===== src/rtl/msc_pkg.sv =====
package msc_pkg;

	localparam int VALUE_W       = 40;
	localparam int MOD_W         = 31;
	localparam int RES_W         = 30;
	localparam int COUNT_W       = 16;
	localparam int MAX_ITEMS_DEF = 16;

	localparam logic [MOD_W-1:0] MOD_RESET = MOD_W'(32'd16777216);
	localparam logic [MOD_W-1:0] MOD_LIMIT = MOD_W'(32'd1073741824);

	// request to the remainder unit
	typedef struct packed {
		logic               start;
		logic [VALUE_W-1:0] dividend;
		logic [MOD_W-1:0]   divisor;
	} div_req_t;

endpackage


===== src/rtl/msc_divider.sv =====
module msc_divider
	import msc_pkg::*;
(
	input  logic             clk,
	input  logic             arst_n,
	input  div_req_t         req,
	output logic             done,
	output logic [RES_W-1:0] rem
);

	localparam int IW = $clog2(VALUE_W + 1);

	logic [IW-1:0]      iter_q;
	logic               done_q;
	logic [VALUE_W-1:0] dvd_q;
	logic [RES_W-1:0]   rem_q;
	logic [MOD_W-1:0]   trial;
	logic [RES_W-1:0]   rem_nxt;

	// one quotient bit per cycle, restoring form, remainder only
	always_comb begin
		trial = {rem_q, dvd_q[VALUE_W-1]};
		if (trial >= req.divisor) begin
			rem_nxt = RES_W'(trial - req.divisor);
		end else begin
			rem_nxt = RES_W'(trial);
		end
	end

	always_ff @(posedge clk or negedge arst_n) begin
		if (!arst_n) begin
			iter_q <= '0;
			done_q <= 1'b0;
		end else begin
			done_q <= 1'b0;
			if (req.start) begin
				iter_q <= IW'(VALUE_W);
			end else if (iter_q != '0) begin
				iter_q <= iter_q - IW'(1);
				if (iter_q == IW'(1)) begin
					done_q <= 1'b1;
				end
			end
		end
	end

	always_ff @(posedge clk) begin
		if (req.start) begin
			dvd_q <= req.dividend;
			rem_q <= '0;
		end else if (iter_q != '0) begin
			dvd_q <= {dvd_q[VALUE_W-2:0], 1'b0};
			rem_q <= rem_nxt;
		end
	end

	assign done = done_q;
	assign rem  = rem_q;

endmodule


===== src/rtl/modular_subset_sum_counter_core.sv =====
// Modular subset-sum counter. Weights arrive one per start pulse with last low;
// each is reduced modulo the configured modulus (zero acts as 1, values above
// 2^30 act as 2^30) by a bit-serial remainder unit and written to the weight
// memory. Weights beyond MAX_ITEMS are dropped and flagged. The item with last
// high carries the target; the block then re-reduces every stored weight with
// the current modulus, walks all non-empty subsets in Gray-code order (one
// weight added or removed per cycle, read through the registered memory
// port) and counts the subsets whose sum matches the target modulo the
// modulus. One result is shown on done for one cycle and the receiver cannot
// stall it; the block is ready for the next item in that same cycle. A
// weight item keeps busy high through the remainder unit's iterations, one
// per dividend bit, and the memory write. A target item with stored weights
// first takes the target remainder, then for each weight a read, a start and
// a remainder, then one subset per cycle through the memory read port plus
// the final counter check, and a drain of the add and compare stages.
// A target with no stored weights raises done once its remainder is in,
// with count 0.
module modular_subset_sum_counter_core
	import msc_pkg::*;
#(
	parameter int MAX_ITEMS = MAX_ITEMS_DEF
) (
	input  logic               clk,
	input  logic               arst_n,
	// item channel
	input  logic               start,
	output logic               busy,
	input  logic [VALUE_W-1:0] value,
	input  logic               last,
	// result channel
	output logic               done,
	output logic [COUNT_W-1:0] match_count,
	output logic               found,
	output logic               too_many_items,
	// modulus register
	input  logic               modulus_we,
	input  logic [MOD_W-1:0]   modulus_wdata
);

	localparam int AW = (MAX_ITEMS > 1) ? $clog2(MAX_ITEMS) : 1;
	localparam int CW = $clog2(MAX_ITEMS + 1);
	localparam int KW = MAX_ITEMS + 1;

	typedef enum logic [2:0] {
		S_IDLE,
		S_WDIV,
		S_TDIV,
		S_RREAD,
		S_RSTART,
		S_RDIV,
		S_ENUM,
		S_DRAIN
	} state_t;

	state_t state_q;

	// problem state
	logic [CW-1:0]        cnt_q;
	logic                 ovf_q;
	logic [RES_W-1:0]     target_q;
	logic [MOD_W-1:0]     mod_q;

	// sweep control
	logic [AW-1:0]        idx_q;
	logic [KW-1:0]        k_q;
	logic [MAX_ITEMS-1:0] g_q;

	// result registers
	logic                 done_q;
	logic                 tmi_q;
	logic [COUNT_W-1:0]   count_q;
	logic                 found_q;

	// weight memory
	logic [RES_W-1:0]     mem [MAX_ITEMS];
	logic [RES_W-1:0]     rd_q;
	logic [AW-1:0]        rd_addr;
	logic                 wr_en;
	logic [AW-1:0]        wr_addr;

	// subset walk pipeline
	logic                 v_s1;
	logic                 add_s1;
	logic                 v_s2;
	logic [RES_W-1:0]     sum_q;
	logic [RES_W-1:0]     sum_nxt;
	logic [MOD_W-1:0]     sum_ext;
	logic [MOD_W-1:0]     w_ext;
	logic [MOD_W-1:0]     add_t;

	div_req_t             div_req;
	logic                 div_done;
	logic [RES_W-1:0]     div_rem;

	logic                 accept;
	logic                 full;
	logic                 at_end;
	logic                 enum_step;
	logic [AW-1:0]        step_idx;
	logic [KW-1:0]        lim;

	// lowest set bit of the subset counter picks the weight that flips
	function automatic logic [AW-1:0] lowest_set(input logic [KW-1:0] k);
		logic [AW-1:0] r;
		r = '0;
		for (int i = MAX_ITEMS - 1; i >= 0; i--) begin
			if (k[i]) begin
				r = AW'(i);
			end
		end
		return r;
	endfunction

	assign busy      = (state_q != S_IDLE);
	assign accept    = start && !busy;
	assign full      = (cnt_q == CW'(MAX_ITEMS));
	assign step_idx  = lowest_set(k_q);
	assign lim       = KW'(1) << cnt_q;
	assign at_end    = (k_q == lim);
	assign enum_step = (state_q == S_ENUM) && !at_end;

	// effective modulus is kept ready: zero acts as one, large values clamp
	always_ff @(posedge clk or negedge arst_n) begin
		if (!arst_n) begin
			mod_q <= MOD_RESET;
		end else if (modulus_we) begin
			if (modulus_wdata == '0) begin
				mod_q <= MOD_W'(1);
			end else if (modulus_wdata > MOD_LIMIT) begin
				mod_q <= MOD_LIMIT;
			end else begin
				mod_q <= modulus_wdata;
			end
		end
	end

	// remainder unit: new weight or target from the input, or a stored
	// weight read back for reduction with the current modulus
	always_comb begin
		div_req.start    = (accept && (last || !full)) || (state_q == S_RSTART);
		div_req.dividend = (state_q == S_RSTART) ? VALUE_W'(rd_q) : value;
		div_req.divisor  = mod_q;
	end

	msc_divider u_div (
		.clk    (clk),
		.arst_n (arst_n),
		.req    (div_req),
		.done   (div_done),
		.rem    (div_rem)
	);

	// memory ports
	assign rd_addr = (state_q == S_ENUM) ? step_idx : idx_q;
	assign wr_en   = div_done && ((state_q == S_WDIV) || (state_q == S_RDIV));
	assign wr_addr = (state_q == S_WDIV) ? cnt_q[AW-1:0] : idx_q;

	always_ff @(posedge clk) begin
		if (wr_en) begin
			mem[wr_addr] <= div_rem;
		end
		rd_q <= mem[rd_addr];
	end

	// sequencer
	always_ff @(posedge clk or negedge arst_n) begin
		if (!arst_n) begin
			state_q  <= S_IDLE;
			cnt_q    <= '0;
			ovf_q    <= 1'b0;
			target_q <= '0;
			idx_q    <= '0;
			k_q      <= '0;
			g_q      <= '0;
			done_q   <= 1'b0;
			tmi_q    <= 1'b0;
		end else begin
			done_q <= 1'b0;
			unique case (state_q)
				S_IDLE: begin
					if (accept) begin
						if (last) begin
							state_q <= S_TDIV;
						end else if (!full) begin
							state_q <= S_WDIV;
						end else begin
							// store full: weight dropped
							ovf_q <= 1'b1;
						end
					end
				end
				S_WDIV: begin
					if (div_done) begin
						cnt_q   <= cnt_q + CW'(1);
						state_q <= S_IDLE;
					end
				end
				S_TDIV: begin
					if (div_done) begin
						target_q <= div_rem;
						if (cnt_q == '0) begin
							// empty problem answers at once
							done_q  <= 1'b1;
							tmi_q   <= ovf_q;
							ovf_q   <= 1'b0;
							state_q <= S_IDLE;
						end else begin
							idx_q   <= '0;
							state_q <= S_RREAD;
						end
					end
				end
				S_RREAD: begin
					state_q <= S_RSTART;
				end
				S_RSTART: begin
					state_q <= S_RDIV;
				end
				S_RDIV: begin
					if (div_done) begin
						if (CW'(idx_q) + CW'(1) == cnt_q) begin
							k_q     <= KW'(1);
							g_q     <= '0;
							state_q <= S_ENUM;
						end else begin
							idx_q   <= idx_q + AW'(1);
							state_q <= S_RREAD;
						end
					end
				end
				S_ENUM: begin
					if (at_end) begin
						state_q <= S_DRAIN;
					end else begin
						k_q           <= k_q + KW'(1);
						g_q[step_idx] <= ~g_q[step_idx];
					end
				end
				S_DRAIN: begin
					if (!v_s1 && !v_s2) begin
						done_q  <= 1'b1;
						tmi_q   <= ovf_q;
						ovf_q   <= 1'b0;
						cnt_q   <= '0;
						state_q <= S_IDLE;
					end
				end
				default: begin
					state_q <= S_IDLE;
				end
			endcase
		end
	end

	// stage 1 issues the read; the flipped weight joins or leaves the subset
	always_ff @(posedge clk) begin
		add_s1 <= ~g_q[step_idx];
	end

	// modular add or subtract of one residue, both operands below the modulus
	always_comb begin
		sum_ext = MOD_W'(sum_q);
		w_ext   = MOD_W'(rd_q);
		add_t   = sum_ext + w_ext;
		if (add_s1) begin
			if (add_t >= mod_q) begin
				sum_nxt = RES_W'(add_t - mod_q);
			end else begin
				sum_nxt = RES_W'(add_t);
			end
		end else begin
			if (sum_ext >= w_ext) begin
				sum_nxt = RES_W'(sum_ext - w_ext);
			end else begin
				sum_nxt = RES_W'(sum_ext + mod_q - w_ext);
			end
		end
	end

	// stage 2 updates the running sum, stage 3 compares and counts
	always_ff @(posedge clk or negedge arst_n) begin
		if (!arst_n) begin
			v_s1    <= 1'b0;
			v_s2    <= 1'b0;
			sum_q   <= '0;
			count_q <= '0;
			found_q <= 1'b0;
		end else begin
			v_s1 <= enum_step;
			v_s2 <= v_s1;
			if ((state_q == S_TDIV) && div_done) begin
				sum_q   <= '0;
				count_q <= '0;
				found_q <= 1'b0;
			end else begin
				if (v_s1) begin
					sum_q <= sum_nxt;
				end
				if (v_s2 && (sum_q == target_q)) begin
					found_q <= 1'b1;
					// saturating count
					if (count_q != '1) begin
						count_q <= count_q + COUNT_W'(1);
					end
				end
			end
		end
	end

	assign done           = done_q;
	assign match_count    = count_q;
	assign found          = found_q;
	assign too_many_items = tmi_q;

endmodule


===== config.mk =====
export PLATFORM = sky130hd
export DESIGN_NAME = modular_subset_sum_counter_core
export DESIGN_NICKNAME = d
export VERILOG_FILES = /design/src/rtl/msc_pkg.sv /design/src/rtl/msc_divider.sv /design/src/rtl/modular_subset_sum_counter_core.sv
export SDC_FILE = /design/constraint.sdc
export NUM_CORES = 2
export LEC_CHECK = 0
export ABC_AREA = 0
export BUFFER_PORTS_ARGS = -buffer_cell sky130_fd_sc_hd__buf_2
export CAP_MARGIN = 15
export CORE_MARGIN = 1.5
export CORE_UTILIZATION = 55
export DETAILED_ROUTE_END_ITERATION = 8
export GPL_TIMING_DRIVEN = 0
export PLACE_DENSITY = 0.74
export SYNTH_ARGS = -nofsm -noshare
export SYNTH_HDL_FRONTEND = slang
export SYNTH_HIERARCHICAL = 1
export SYNTH_SLANG_ARGS = --single-unit

===== constraint.sdc =====
create_clock -name clk -period 4.3 [get_ports clk]
set_clock_uncertainty 0.05 [all_clocks]
set_input_delay 0.43 -clock clk [delete_from_list [all_inputs] [get_ports clk]]
set_output_delay 0.43 -clock clk [all_outputs]
set_load 0.05 [all_outputs]

==> flow_summary.ini <==
[pwr]
p_leak_uw = 0.0184
ir_drop_v = 0.000642
p_per_area_nw_per_um2 = 720
internal_power_uw = 20300
p_switching_uw = 14100
seq_power_share_pct = 30.3
p_sw_share_pct = 41.0
clkPwrFrac_pct = 20.3
power_frac_comb_pct = 49.5

[detailed_routing]
route.detailed.drc = 0
routed_wl_um = 129000
routedWlPerCell_um = 24.7
first_pass_iters = 7
viasPerCell = 6.27
drtIter0Drc = 3697
vias = 32700
ant_nets = 0

[cts]
cts.sinks = 746
cts_tree = yes
clk_pin_slew_ns = 0.07
worstSkewPairLatency_ns = 0.65
cts_max_path_buffers = 3
root_buffer = clkbuf_16
cts-htree-levels = 3
numCtsBuffers = 79

[sta]
finalMaxSlewViolations = 0
fin_crit_sh_pct = 121
rsz0062_at_grt = true
setup_viol = 30
hold_viol = 0
tightest_slew_ns = 1.24
fin_crit_ns = 5.22
clock.fmax_mhz = 192
slew_headroom_pct = 17.2
timing.final.ws_setup_ns = -0.919

[critical_path]
crit_slowest_cell = a2111oi_0
end_kind = flop
crit_buf_inv = 4
criticalPathCategory = flop to flop
slowest_delay_ns = 0.41
critPathMaxFanout = 6
cp-start-kind = flop
r2r-start = sum_q[0]
path_delay_family = compound AO/OA/AOI/OAI gates
rrSetupSlack_ns = -0.92
rr_worst_depth = 24
crit-reg2reg-capture = sum_q[11]
cp.required_ns = 4.73
cp_common_cell = nand4_1
worstPathArrival_ns = 5.65
crit_chain = ha_4 -> inv_2 -> fa_2 -> o21bai_1 -> a31oi_1 -> a21oi_2 -> nand4_1 -> a31oi_4 -> o211ai_1 -> a2111oi_0 -> nand3b_1 -> ha_4 -> nand4_1 -> nor2_1 -> nand4_1 -> a21oi_2 -> a211oi_4 -> o21ai_4 -> buf_12 -> buf_12 -> buf_4 -> mux2_4 -> mux2i_1 -> o21ai_1

[hold_path]
worstHoldPathCells = 3
min_path_type = primary input to flop
holdPathEnd = mod_q[10]
hp-start = modulus_wdata[10]

[global_routing]
grt_max_degree = 108
grt_pass1_vias = 30900
globalRouteOverflowTotal = 0
grt_util_all_layers_pct = 33.5
antenna_found_initial = 6
grt_pass1_wl_um = 189000

[synth]
synth_nets = 4169
synth-async-reset-ratio_pct = 22.1
synth_edf_count = 520
yosysTopAreaCellShare_pct = 38.1
synth_xor_area_share_pct = 4.19
synthesis.area_um2 = 41000
synthMuxAreaShare_pct = 3.92
ys_seq_area_share_pct = 51.2
synthFlopType = edfxtp_1
synth_compound_area_share_pct = 16.1
synth_top_family_by_area = compound AO/OA/AOI/OAI gates
synth-seq-cells = 746
synth_top_cell_by_area = edfxtp_1
synthSimpleGateAreaFrac_pct = 13.6
synthCells = 3898
yosysUniqueCellTypes = 114
ys_warn_count = 6
avgSynthCellArea_um2 = 10.5
synthTopCellsByArea = edfxtp_1, dfrtp_1, ha_1
synth_fa_ha_area_share_pct = 6.58

[die]
die_h_um = 276
ioPinCount = 96
rows = 99
chipWidth_um = 276
core_um2 = 73300
dieArea_um2 = 76200
start_util_pct = 55.9

[status]
outcome = complete, but fails checks
violations = setup timing

[flow_run]
drv.max_cap_violation_count = 0

[final_layout]
most-common-layout-cells = nand2_1, edfxtp_1, inv_1
final_common_cell = nand2_1
finalNonFillerCells = 5225
nNetsFinal = 4469
drive_gt1_share_pct = 15.9
post-route-util_pct = 65.1
area_growth_pct = 16.4

[place]
gp_congestion = 0.980
port_buffers = 95
dp_hpwl_um = 90600
placed_cells = 4972
layer usage:
metal / GRT usage (%) / wire length [um] / vias to the layer above
met3: 8.17 / 14000 / 365
li1: - / - / 14800
met1: 45.9 / 52100 / 15900
met4: 14.8 / 6130 / 10
met2: 50.8 / 56800 / 1682
met5: 0 / 51 / -
cell type report:
cell class	instances	area (um2)
fillers	5595	25600
flip-flops and latches	746	21000
multi-input cells	2706	19100
clock buffers	92	2120
repair buffers	223	1870
well taps	959	1200
plain buffers	202	960
inverters	240	908
clock inverters	56	517
diodes	1	2.50
stage by stage:
| step | setup WS (ns) | hold WS (ns) | instance area, um2 | power (uW) | setup TNS, ns |
|---|---|---|---|---|---|
| after floorplan | 0.00194 | 0.0844 | 41100 | 20100 | 0 |
| after global placement | -1.49 | 0.308 | 42700 | 23900 | -104.66 |
| after detailed placement | -1.51 | 0.319 | 43300 | 24100 | -38.67 |
| after CTS | -0.650 | 0.00325 | 47400 | 33400 | -14.53 |
| after global routing | -0.984 | 0.0108 | 47700 | 35800 | -25.21 |
| final | -0.919 | 0.0160 | 47700 | 34400 | -22.82 |
tightest hold or removal path, cell delays in order:
cell and delay, ns:
buf_2 0.10, nand2_1 0.05, o21ai_0 0.09
flip-flops by register name, indices dropped and copies added, names as in the netlist, 3 cells and up:
name and flops:
sum_q 30, k_q 17, g_q 16, target_q 30, cnt_q 5, u_div/dvd_q 40
u_div/rem 30, state_q 3, rd_q 30, match_count 16, mod_q 31, mem 480
idx_q 4, u_div/iter_q 6
synth_stat cells, types with 7 or more instances:
cell type and n:
nand2_1 532, a22o_1 14, a21oi_1 212, o31ai_1 13, mux2i_1 72, a311oi_1 64
a31oi_1 85, xor2_1 68, edfxtp_1 520, dfrtp_1 164, fa_1 33, and2_1 11
a21o_1 50, nand3b_1 9, mux2_2 76, nor3_1 68, nor2b_1 160, nand4_1 36
buf_4 7, o21bai_1 25, clkbuf_1 131, ha_1 162, buf_2 59, xnor2_1 128
or3_1 12, nand3_1 51, o221ai_1 13, nor2_1 215, inv_1 236, nor4_1 26
dfxtp_1 61, o21ai_1 36, o21ai_0 126, and3_1 19, o211ai_1 13, o21a_1 23
nand2b_1 27, a211oi_1 183
power by group through the flow:
stage          clock network [uW]  registers (uW)  logic [uW]
2_1_floorplan                   0            9740       10300
3_3_place_gp                    0           10500       13400
3_5_place_dp                    0           10500       13600
4_1_cts                      7020           10400       16000
5_1_grt                      7290           10500       18100
6_report                     6960           10400       17000
worst max-delay path by stage:
stage                        start   endpoint  slack, ns  cells after the start
after detailed placement  rd_q[10]   sum_q[8]      -1.51                     22
after global placement    rd_q[10]   sum_q[8]      -1.49                     22
after CTS                  rd_q[1]  sum_q[17]      -0.65                     23
after floorplan            rd_q[4]  sum_q[17]      0.002                     22
final                     sum_q[0]  sum_q[11]      -0.92                     24
after global routing      sum_q[0]  sum_q[11]      -0.98                     24
repair_timing:
item,in CTS,in global routing
hold buffers,23,0
cloned,1,0
pin swaps,48,35
endpoints found under the hold margin,80,0
setup endpoints to repair,31,64
buffers inserted,73,13
resized for setup,172,43
kinds of logic (layout without fill, tap and decap cells):
logic type               count (synthesis)  count (layout)
AO/OA/AOI/OAI                          960             960
XOR/XNOR                               196             196
adder cells (fa/ha/maj)                196             196
buffers and inverters                  446             813
flip-flops                             746             746
multiplexers                           150             150
other                                    0               1
AND/OR/NAND/NOR                       1204            1204
(Power assumes the default switching activity.)
